**src/bcdrtc_pkg.sv**
```systemverilog
// types, register map and bcd helpers for the rtc
`default_nettype none
package bcdrtc_pkg;

  localparam logic [1:0] OP_TICK  = 2'd0;
  localparam logic [1:0] OP_READ  = 2'd1;
  localparam logic [1:0] OP_WRITE = 2'd2;

  localparam logic [3:0] REG_CTRL1    = 4'd0;
  localparam logic [3:0] REG_CTRL2    = 4'd1;
  localparam logic [3:0] REG_SECOND   = 4'd2;
  localparam logic [3:0] REG_MINUTE   = 4'd3;
  localparam logic [3:0] REG_HOUR     = 4'd4;
  localparam logic [3:0] REG_DAY      = 4'd5;
  localparam logic [3:0] REG_WEEKDAY  = 4'd6;
  localparam logic [3:0] REG_MONTH    = 4'd7;
  localparam logic [3:0] REG_YEAR     = 4'd8;
  localparam logic [3:0] REG_ALM_MIN  = 4'd9;
  localparam logic [3:0] REG_ALM_HOUR = 4'd10;
  localparam logic [3:0] REG_ALM_DAY  = 4'd11;
  localparam logic [3:0] REG_ALM_WDAY = 4'd12;
  localparam logic [3:0] REG_CLKOUT   = 4'd13;
  localparam logic [3:0] REG_TMR_CTRL = 4'd14;
  localparam logic [3:0] REG_TMR_CNT  = 4'd15;

  localparam logic [7:0] CTRL1_MASK   = 8'hA8;
  localparam logic [4:0] CTRL2_KEEP   = 5'h13;
  localparam logic [4:0] CTRL2_FLAGS  = 5'h0C;
  localparam logic [7:0] CLKOUT_MASK  = 8'h83;
  localparam logic [7:0] TMR_MASK     = 8'h83;
  localparam logic [1:0] TMR_SRC_1HZ  = 2'b10;
  localparam int         C1_STOP      = 5;
  localparam int         C2_AF        = 3;
  localparam int         C2_TF        = 2;
  localparam int         C2_AIE       = 1;
  localparam int         C2_TIE       = 0;

  localparam logic [7:0] SEC_LAST   = 8'h59;
  localparam logic [7:0] MIN_LAST   = 8'h59;
  localparam logic [7:0] HOUR_LAST  = 8'h23;
  localparam logic [7:0] MONTH_LAST = 8'h12;
  localparam logic [7:0] YEAR_LAST  = 8'h99;
  localparam logic [2:0] WDAY_LAST  = 3'd6;

  localparam logic [4:0] MON_FEB = 5'h02;
  localparam logic [4:0] MON_APR = 5'h04;
  localparam logic [4:0] MON_JUN = 5'h06;
  localparam logic [4:0] MON_SEP = 5'h09;
  localparam logic [4:0] MON_NOV = 5'h11;

  typedef struct packed {
    logic [1:0] op;
    logic [3:0] reg_addr;
    logic [7:0] write_data;
  } in_word_t;

  typedef struct packed {
    logic [7:0] read_data;
    logic       irq_active;
  } out_word_t;

  // returns {wrapped, next value}
  function automatic logic [8:0] bcd_roll(input logic [7:0] v, input logic [7:0] last,
                                          input logic [7:0] first);
    logic [8:0] r;
    logic [3:0] tens;
    tens = v[7:4] + 4'd1;
    if (v >= last) r = {1'b1, first};
    else if (v[3:0] >= 4'd9) r = {1'b0, tens, 4'h0};
    else r = {1'b0, v + 8'd1};
    return r;
  endfunction

  function automatic logic [7:0] month_len(input logic [4:0] month, input logic [7:0] year);
    logic [5:0] m4;
    logic [7:0] len;
    // year value mod 4 equals (2*tens + units) mod 4
    m4 = {1'b0, year[7:4], 1'b0} + {2'b00, year[3:0]};
    case (month)
      MON_FEB: len = (m4[1:0] == 2'b00) ? 8'h29 : 8'h28;
      MON_APR, MON_JUN, MON_SEP, MON_NOV: len = 8'h30;
      default: len = 8'h31;
    endcase
    return len;
  endfunction

  function automatic logic alarm_hit(input logic [7:0] a_min, input logic [7:0] a_hour,
                                     input logic [7:0] a_day, input logic [7:0] a_wday,
                                     input logic [6:0] minute, input logic [5:0] hour,
                                     input logic [5:0] day, input logic [2:0] wday);
    logic any_en;
    logic all_eq;
    any_en = !(a_min[7] && a_hour[7] && a_day[7] && a_wday[7]);
    all_eq = (a_min[7]  || (a_min[6:0]  == minute)) &&
             (a_hour[7] || (a_hour[5:0] == hour)) &&
             (a_day[7]  || (a_day[5:0]  == day)) &&
             (a_wday[7] || (a_wday[2:0] == wday));
    return any_en && all_eq;
  endfunction

endpackage
`default_nettype wire

```
**src/bcdrtc_core.sv**
```systemverilog
// register file, calendar advance, alarm and countdown timer
`default_nettype none
module bcdrtc_core
  import bcdrtc_pkg::*;
(
  input  wire logic      clk,
  input  wire logic      rst_n,
  input  wire logic      en,
  input  wire in_word_t  item,
  output out_word_t      res
);

  logic [7:0] c1_r, c1_nxt;
  logic [4:0] c2_r, c2_nxt;
  logic       vl_r, vl_nxt;
  logic [6:0] sec_r, sec_nxt;
  logic [6:0] min_r, min_nxt;
  logic [5:0] hour_r, hour_nxt;
  logic [5:0] day_r, day_nxt;
  logic [2:0] wday_r, wday_nxt;
  logic [4:0] mon_r, mon_nxt;
  logic       cent_r, cent_nxt;
  logic [7:0] year_r, year_nxt;
  logic [7:0] alm_r [4];
  logic [7:0] alm_nxt [4];
  logic [7:0] clko_r, clko_nxt;
  logic [7:0] tctl_r, tctl_nxt;
  logic [7:0] tcnt_r, tcnt_nxt;
  logic [7:0] trld_r, trld_nxt;

  // calendar advance
  logic [8:0] sec_rl, min_rl, hour_rl, day_rl, mon_rl, year_rl;
  logic       c_sec, c_min, c_hour, c_day, c_mon;
  logic [6:0] sec_adv, min_adv;
  logic [5:0] hour_adv, day_adv;
  logic [2:0] wday_adv;
  logic [4:0] mon_adv;
  logic [7:0] year_adv;
  logic       cent_adv;
  logic       hit_before, hit_after;
  logic       tmr_run;
  logic [7:0] tcnt_dec;
  logic [3:0] alm_idx_full;
  logic [1:0] alm_idx;
  logic [7:0] rd;

  always_comb begin
    sec_rl   = bcd_roll({1'b0, sec_r}, SEC_LAST, 8'h00);
    min_rl   = bcd_roll({1'b0, min_r}, MIN_LAST, 8'h00);
    hour_rl  = bcd_roll({2'b00, hour_r}, HOUR_LAST, 8'h00);
    day_rl   = bcd_roll({2'b00, day_r}, month_len(mon_r, year_r), 8'h01);
    mon_rl   = bcd_roll({3'b000, mon_r}, MONTH_LAST, 8'h01);
    year_rl  = bcd_roll(year_r, YEAR_LAST, 8'h00);
    c_sec    = sec_rl[8];
    c_min    = c_sec & min_rl[8];
    c_hour   = c_min & hour_rl[8];
    c_day    = c_hour & day_rl[8];
    c_mon    = c_day & mon_rl[8];
    sec_adv  = sec_rl[6:0];
    min_adv  = c_sec ? min_rl[6:0] : min_r;
    hour_adv = c_min ? hour_rl[5:0] : hour_r;
    wday_adv = c_hour ? ((wday_r >= WDAY_LAST) ? 3'd0 : wday_r + 3'd1) : wday_r;
    day_adv  = c_hour ? day_rl[5:0] : day_r;
    mon_adv  = c_day ? mon_rl[4:0] : mon_r;
    year_adv = c_mon ? year_rl[7:0] : year_r;
    cent_adv = cent_r ^ (c_mon & year_rl[8]);
    hit_before = alarm_hit(alm_r[0], alm_r[1], alm_r[2], alm_r[3],
                           min_r, hour_r, day_r, wday_r);
    hit_after  = alarm_hit(alm_r[0], alm_r[1], alm_r[2], alm_r[3],
                           min_adv, hour_adv, day_adv, wday_adv);
  end

  assign tmr_run      = tctl_r[7] && (tctl_r[1:0] == TMR_SRC_1HZ) && (tcnt_r != 8'd0);
  assign tcnt_dec     = tcnt_r - 8'd1;
  assign alm_idx_full = item.reg_addr - REG_ALM_MIN;
  assign alm_idx      = alm_idx_full[1:0];

  always_comb begin
    case (item.reg_addr)
      REG_CTRL1:    rd = c1_r;
      REG_CTRL2:    rd = {3'b000, c2_r};
      REG_SECOND:   rd = {vl_r, sec_r};
      REG_MINUTE:   rd = {1'b0, min_r};
      REG_HOUR:     rd = {2'b00, hour_r};
      REG_DAY:      rd = {2'b00, day_r};
      REG_WEEKDAY:  rd = {5'b00000, wday_r};
      REG_MONTH:    rd = {cent_r, 2'b00, mon_r};
      REG_YEAR:     rd = year_r;
      REG_ALM_MIN:  rd = alm_r[0];
      REG_ALM_HOUR: rd = alm_r[1];
      REG_ALM_DAY:  rd = alm_r[2];
      REG_ALM_WDAY: rd = alm_r[3];
      REG_CLKOUT:   rd = clko_r;
      REG_TMR_CTRL: rd = tctl_r;
      default:      rd = tcnt_r;
    endcase
  end

  always_comb begin
    c1_nxt   = c1_r;
    c2_nxt   = c2_r;
    vl_nxt   = vl_r;
    sec_nxt  = sec_r;
    min_nxt  = min_r;
    hour_nxt = hour_r;
    day_nxt  = day_r;
    wday_nxt = wday_r;
    mon_nxt  = mon_r;
    cent_nxt = cent_r;
    year_nxt = year_r;
    alm_nxt  = alm_r;
    clko_nxt = clko_r;
    tctl_nxt = tctl_r;
    tcnt_nxt = tcnt_r;
    trld_nxt = trld_r;
    res.read_data = 8'h00;
    case (item.op)
      OP_TICK: begin
        if (!c1_r[C1_STOP]) begin
          sec_nxt  = sec_adv;
          min_nxt  = min_adv;
          hour_nxt = hour_adv;
          wday_nxt = wday_adv;
          day_nxt  = day_adv;
          mon_nxt  = mon_adv;
          year_nxt = year_adv;
          cent_nxt = cent_adv;
          if (hit_after && !hit_before) c2_nxt[C2_AF] = 1'b1;
        end
        if (tmr_run) begin
          if (tcnt_dec == 8'd0) begin
            c2_nxt[C2_TF] = 1'b1;
            tcnt_nxt = trld_r;
          end else begin
            tcnt_nxt = tcnt_dec;
          end
        end
      end
      OP_READ: res.read_data = rd;
      OP_WRITE: begin
        case (item.reg_addr)
          REG_CTRL1:  c1_nxt = item.write_data & CTRL1_MASK;
          REG_CTRL2:  c2_nxt = (item.write_data[4:0] & CTRL2_KEEP) |
                               (c2_r & item.write_data[4:0] & CTRL2_FLAGS);
          REG_SECOND: begin
            vl_nxt  = item.write_data[7];
            sec_nxt = item.write_data[6:0];
          end
          REG_MINUTE:  min_nxt  = item.write_data[6:0];
          REG_HOUR:    hour_nxt = item.write_data[5:0];
          REG_DAY:     day_nxt  = item.write_data[5:0];
          REG_WEEKDAY: wday_nxt = item.write_data[2:0];
          REG_MONTH: begin
            cent_nxt = item.write_data[7];
            mon_nxt  = item.write_data[4:0];
          end
          REG_YEAR: year_nxt = item.write_data;
          REG_ALM_MIN, REG_ALM_HOUR, REG_ALM_DAY, REG_ALM_WDAY:
            alm_nxt[alm_idx] = item.write_data;
          REG_CLKOUT:   clko_nxt = item.write_data & CLKOUT_MASK;
          REG_TMR_CTRL: tctl_nxt = item.write_data & TMR_MASK;
          default: begin
            tcnt_nxt = item.write_data;
            trld_nxt = item.write_data;
          end
        endcase
      end
      default: ;
    endcase
    res.irq_active = (c2_nxt[C2_AF] & c2_nxt[C2_AIE]) | (c2_nxt[C2_TF] & c2_nxt[C2_TIE]);
  end

  always_ff @(posedge clk) begin
    if (!rst_n) begin
      c1_r   <= 8'h00;
      c2_r   <= 5'h00;
      vl_r   <= 1'b1;
      sec_r  <= 7'h00;
      min_r  <= 7'h00;
      hour_r <= 6'h00;
      day_r  <= 6'h01;
      wday_r <= 3'd0;
      mon_r  <= 5'h01;
      cent_r <= 1'b0;
      year_r <= 8'h00;
      for (int i = 0; i < 4; i++) alm_r[i] <= 8'h80;
      clko_r <= 8'h80;
      tctl_r <= 8'h03;
      tcnt_r <= 8'h00;
      trld_r <= 8'h00;
    end else if (en) begin
      c1_r   <= c1_nxt;
      c2_r   <= c2_nxt;
      vl_r   <= vl_nxt;
      sec_r  <= sec_nxt;
      min_r  <= min_nxt;
      hour_r <= hour_nxt;
      day_r  <= day_nxt;
      wday_r <= wday_nxt;
      mon_r  <= mon_nxt;
      cent_r <= cent_nxt;
      year_r <= year_nxt;
      alm_r  <= alm_nxt;
      clko_r <= clko_nxt;
      tctl_r <= tctl_nxt;
      tcnt_r <= tcnt_nxt;
      trld_r <= trld_nxt;
    end
  end

endmodule
`default_nettype wire

```
**src/bcd_rtc_alarm_countdown_timer.sv**
```systemverilog
// top level of the bcd real-time clock with alarm and countdown timer
//
//   port group   dir   payload      purpose
//   in_*         in    in_word_t    tick, register read or register write
//   out_*        out   out_word_t   read byte and interrupt line per word
//
// one word per cycle sustained unless the result is stalled; each word goes through
// the input register, then the register file update into the result register
// synchronous active-low reset restores the power-on register values
// a stall holds the result register and a full input register; at most two words are in flight
`default_nettype none
module bcd_rtc_alarm_countdown_timer
  import bcdrtc_pkg::*;
(
  input  wire logic      clk,
  input  wire logic      rst_n,
  input  wire logic      in_valid,
  output logic           in_stall,
  input  wire in_word_t  in_word,
  output logic           out_valid,
  input  wire logic      out_stall,
  output out_word_t      out_word
);

  logic      in_vld_r;
  in_word_t  in_word_r;
  logic      out_vld_r;
  out_word_t out_word_r;
  out_word_t res;
  logic      go;

  assign go        = in_vld_r && (!out_vld_r || !out_stall);
  assign in_stall  = in_vld_r && out_vld_r && out_stall;
  assign out_valid = out_vld_r;
  assign out_word  = out_word_r;

  bcdrtc_core u_core (
    .clk   (clk),
    .rst_n (rst_n),
    .en    (go),
    .item  (in_word_r),
    .res   (res)
  );

  always_ff @(posedge clk) begin
    if (!rst_n) begin
      in_vld_r  <= 1'b0;
      out_vld_r <= 1'b0;
    end else begin
      if (!in_stall) in_vld_r <= in_valid;
      if (go) out_vld_r <= 1'b1;
      else if (!out_stall) out_vld_r <= 1'b0;
    end
  end

  always_ff @(posedge clk) begin
    if (in_valid && !in_stall) in_word_r <= in_word;
    if (go) out_word_r <= res;
  end

endmodule
`default_nettype wire

```
**config.mk**
```make
export PLATFORM = sky130hd
export DESIGN_NAME = bcd_rtc_alarm_countdown_timer
export DESIGN_NICKNAME = d
export VERILOG_FILES = /design/src/bcdrtc_pkg.sv /design/src/bcdrtc_core.sv /design/src/bcd_rtc_alarm_countdown_timer.sv
export SDC_FILE = /design/constraint.sdc
export NUM_CORES = 1
export LEC_CHECK = 0
export CAP_MARGIN = 20
export CORE_ASPECT_RATIO = 1.75
export CORE_UTILIZATION = 49
export DETAILED_ROUTE_END_ITERATION = 6
export DONT_BUFFER_PORTS = 1
export HOLD_SLACK_MARGIN = 0.15
export PLACE_DENSITY_LB_ADDON = 0.1
export SLEW_MARGIN = 20
export SYNTH_ARGS = -nofsm -noshare
export SYNTH_HDL_FRONTEND = slang
export SYNTH_SLANG_ARGS = --single-unit
```
**constraint.sdc**
```tcl
create_clock -name clk -period 5.1 [get_ports clk]
set_input_delay 0.255 -clock clk [delete_from_list [all_inputs] [get_ports clk]]
set_output_delay 0.255 -clock clk [all_outputs]
set_load 0.05 [all_outputs]
```
After elaboration in Yosys (flattened, before gate mapping). Index checks and enable logic that the tools add are counted.

Register bits after elaboration: 131. Input bits: 18. Logic and storage cells: 234.

$add $sub $neg: 16. $lt $le $gt $ge: 15. Equal/unequal tests: 43. Multiplexer cells: 62. Bitwise operators: 13. Reductions and logical operators: 58.

Operators with widths (count): case mux 8 bit (15 select lines) (1); 2-to-1 mux 8 bit (13); 2-to-1 mux 9 bit (6); case mux 8 bit (2 select lines) (3); 2-to-1 mux 6 bit (6); 2-to-1 mux 7 bit (5); bitwise mux 32 bit (1); equality test 4 bit, second input constant (7); case mux 7 bit (2 select lines) (2); AND reduction 4 bit (7); equality test 6 bit (4); >= comparator 4 bit, second input constant (6); case mux 6 bit (2 select lines) (2); AND reduction 3 bit (7); logical AND 1 bit (19); != test 2 bit, second input constant (9); adder 7 x 1 -> 8 bit, second input constant (2); demux 8 bit (select 2 bit) (1); equality test 4 x 3 -> 1 bit, second input constant (4); 2-to-1 mux 5 bit (3); OR reduction 15 bit (1); adder 6 x 1 -> 7 bit, second input constant (2); equality test 7 bit (2); >= comparator 7 bit, second input constant (2); other kinds (50) (92).

Longest topological paths before layout.
Word-level depth: 18. Depth in mapped cells: 16. Gate-level depth less buffers: 16.

By module. Synthesis repeated with hierarchy kept, for this count alone.

Cells, all modules: 1032. Area total of the unflattened synthesis: 8623.3 sq um.

Modules (own cells, without submodules): bcdrtc_core (instances 1, cells each 1001, area each 7848.8 sq um, sequential area each 2122.0 sq um); bcd_rtc_alarm_countdown_timer (instances 1, cells each 31, area each 774.5 sq um, sequential area each 730.7 sq um).

Least setup slack after synthesis. Ideal clock, no wire load.

Path kind: register to register. Start point: register u_core.mon_r[0]. End point: register out_word_r (netlist bit out_word[0]), data pin. Library setup time: 0.262 ns. Arrival: 3.362 ns. Slack: 1.475 ns. Stages on the path, launching flop included: 16. Path buffers: 0. Cell sequence: dfxtp_1 inv_1 ha_1 nor4b_1 o21ai_0 o21ai_0 a31oi_1 ha_1 or4b_2 a222oi_1 or4_1 and2_1 xor2_1 nor2_1 a41oi_1 o31ai_1.

RTL lines: start, declared (RTL line bcdrtc_core.sv:21) `logic [4:0] mon_r, mon_nxt;`; start signal, assigned (RTL line bcdrtc_core.sv:200) `mon_r <= mon_nxt;`; end signal, assigned (RTL line bcd_rtc_alarm_countdown_timer.sv:58) `if (go) out_word_r <= res;`; end, declared (RTL line bcd_rtc_alarm_countdown_timer.sv:28) `out_word_t out_word_r;`.

==> flow_summary.json <==
{
  "rows": 63,
  "p_per_area_nw_per_um2": 286,
  "cts_tree": "yes",
  "drt_wl_total_mm": 31.4,
  "endpoint": "out_word[0]",
  "setup_viol": 0,
  "ys.warnings.count": 0,
  "gp_congestion": 0.985,
  "tightest_slew_ns": 1.12,
  "final_common_cell": "nor2_1",
  "core_sq_um": 16900,
  "synth-seq-area-share_pct": 33.6,
  "cts-resized-gates": 0,
  "ys.flop_type": "dfxtp_1",
  "reg2reg_depth": 14,
  "rrSetupSlack_ns": 0.82,
  "rsz0062_at_grt": "false",
  "start_util_pct": 50.0,
  "crit_fanout": 7,
  "postSynthCellCount": 1049,
  "critPathCaptureType": "flip-flop",
  "r2r-start": "u_core.mon_r[1]",
  "first_pass_iters": 6,
  "syn_area_per_cell_sq_um": 8.08,
  "vias": 8311,
  "grt_pass1_wl_mm": 47.1,
  "status": "completed",
  "ys_async_sr_fraction_pct": 0,
  "post-place-ws_ns": 0.915,
  "boundaryPins": 29,
  "ant_nets": 0,
  "arrival_ns": 4.47,
  "fillers": 1609,
  "power.leakage_nw": 3.56,
  "htreeDepth": 4,
  "synth_nets": 1102,
  "period_share_pct": 84.0,
  "fp.dieArea_sq_um": 17900,
  "slew_viol_final": 0,
  "ys_types": 77,
  "hold_class": "input port to flip-flop",
  "die_x_um": 101,
  "cp-start-kind": "flip-flop",
  "grt_max_degree": 47,
  "cts_num_sinks": 131,
  "fin_crit_ns": 4.28,
  "worstReg2RegEnd": "out_word[0]",
  "layout-drive-gt1-share_pct": 7.64,
  "maxCapViolations": 0,
  "synth_seq_cells": 131,
  "timing.setup.tns_ns": 0,
  "layout_common_cells": "nor2_1 (120), dfxtp_1 (108), nand2_1 (98)",
  "fin_worst_skew_ns": 0.0111,
  "io_buffers": 0,
  "cts_made_buffers": 17,
  "hpwl_mm": 22.5,
  "drc": 0,
  "hold_ws_ns": 0.306,
  "clock_latency_ns": 0.44,
  "post_drt_wl_per_cell_um": 24.6,
  "drt_iter0_markers": 737,
  "grt_usage_pct": 36.6,
  "nNetsFinal": 1087,
  "vias_per_cell": 6.52,
  "fp.dieH_um": 176,
  "worstSetupPathType": "flip-flop to flip-flop",
  "clk_pin_slew_ns": 0.07,
  "diodes": 0,
  "max_freq_ghz": 0.234,
  "overflow": 0,
  "cts_root_buf": "clkbuf_16",
  "antenna_found_initial": 0,
  "grt_pass1_vias": 7721,
  "synth-edff-count": 23,
  "peakVddDrop_uv": 290,
  "slew-limit-headroom_pct": 24.5,
  "area_growth_pct": 11.2,
  "finalHoldViolCount": 0,
  "synth_area_sq_um": 8480,
  "layout_setup_ws_ns": 0.818,
  "cp.required_ns": 5.29,
  "startpoint": "u_core.mon_r[1]",
  "post_cts_buffers": 0,
  "clockBufferDepth": 2,
  "final_util_pct": 55.6
}
-- where the power goes --
| part | internal [mW] | switching (mW) | total [mW] |
|---|---|---|---|
| clock network | 0.822 | 0.509 | 1.33 |
| logic | 0.0743 | 0.147 | 0.221 |
| registers | 1.08 | 0.0675 | 1.14 |
-- worst min-delay path by stage --
| stage | slack (ns) | from | cells after the start | end |
|---|---|---|---|---|
| global placement | 0.32 | rst_n | 1 | u_core.alm_r[7] |
| finish | 0.31 | in_valid | 2 | in_word_r[6] |
| global route | 0.30 | in_valid | 2 | in_word_r[11] |
| detailed placement | 0.32 | rst_n | 1 | u_core.tctl_r[1] |
| floorplan | 0.35 | in_word[0] | 0 | in_word_r[0] |
| CTS | 0.29 | out_stall | 3 | u_core.c2_r[3] |
-- registers in the layout, summed over array words and instances, names as in the netlist --
register       count
out_valid          1
in_word_r         14
u_core.day_r       6
u_core.year_r      8
u_core.tcnt_r      8
out_word           9
u_core.tctl_r      3
u_core.trld_r      8
u_core.wday_r      3
u_core.clko_r      3
u_core.c2_r        5
u_core.c1_r        3
u_core.mon_r       5
u_core.alm_r      32
u_core.sec_r       7
u_core.cent_r      1
u_core.vl_r        1
u_core.min_r       7
in_vld_r           1
u_core.hour_r      6
-- metrics by stage --
stage / cell area (sq um) / total power, mW / cells
2_1_floorplan: 8480 / 1.28 / 1049
3_3_place_gp: 8630 / 1.37 / 1225
3_5_place_dp: 8630 / 1.36 / 1225
4_1_cts: 9430 / 2.69 / 1274
5_1_grt: 9430 / 2.77 / 1274
6_report: 9430 / 2.70 / 1274
-- timing repair --
action,in CTS,in global routing
setup endpoints to repair,0,0
endpoints found under the hold margin,35,0
hold buffers,17,0
-- cells by family after synthesis --
| logic type | share of synthesized area (%) |
|---|---|
| AND/OR/NAND/NOR | 21.4 |
| XOR/XNOR | 4.03 |
| multiplexers | 7.82 |
| flip-flops | 33.6 |
| adder cells (fa/ha/maj) | 5.17 |
| AO/OA/AOI/OAI | 23.1 |
| buffers and inverters | 4.81 |
-- synth_stat cells, types with 5 or more instances --
cell | count | share of area, %
nor4_1 | 6 | 0.44
a21oi_1 | 81 | 4.8
mux2i_1 | 55 | 6.5
and3_1 | 7 | 0.52
mux2_2 | 9 | 1.2
ha_1 | 35 | 5.2
a22oi_1 | 8 | 0.71
and2_1 | 11 | 0.81
nand2_1 | 98 | 4.3
inv_1 | 32 | 1.4
a211oi_1 | 17 | 1.5
nand4_1 | 7 | 0.52
a31oi_1 | 24 | 1.8
o31ai_1 | 11 | 0.97
o21a_1 | 5 | 0.44
a221oi_1 | 5 | 0.52
o211ai_1 | 8 | 0.71
dfxtp_1 | 108 | 26
nor3_1 | 24 | 1.4
nand3_1 | 46 | 2.7
nor3b_1 | 6 | 0.53
o22ai_1 | 7 | 0.52
a41oi_1 | 6 | 0.62
edfxtp_1 | 23 | 8.1
xor2_1 | 18 | 1.9
xnor2_1 | 21 | 2.2
buf_1 | 6 | 0.27
o31a_1 | 5 | 0.52
nor2_1 | 120 | 5.3
nor2b_1 | 14 | 1.0
nand2b_1 | 10 | 0.74
buf_2 | 8 | 0.47
or4_1 | 6 | 0.53
o21ai_0 | 67 | 4.0
clkbuf_1 | 56 | 2.5
-- critical path: stages (launching register included) --
cell	delay, ns
dfxtp_1	0.45
ha_1	0.24
nor4b_1	0.41
o21ai_0	0.16
o21ai_0	0.10
a31oi_1	0.06
ha_1	0.30
or4b_2	0.65
a222oi_1	0.52
or4_1	0.20
and2_1	0.17
xor2_1	0.16
nor2_1	0.05
a41oi_1	0.44
o31ai_1	0.11
-- routing by layer --
layer	GRT usage [%]	up-vias	part of all wire [%]
met5	0	-	0
met4	27.8	0	8.2
met3	6.49	138	5.9
met2	60.1	378	48
met1	41.4	3982	38
li1	-	3813	-
-- layout make-up --
class / count / area, sq um / share of cell area, %
clock buffers: 17 / 425 / 4.51
flip-flops and latches: 131 / 2850 / 30.3
well taps: 227 / 284 / 3.01
multi-input cells: 814 / 5220 / 55.4
repair buffers: 37 / 320 / 3.40
clock inverters: 15 / 200 / 2.12
inverters: 33 / 124 / 1.31
Note: power is estimated with default switching activity, not from simulation.
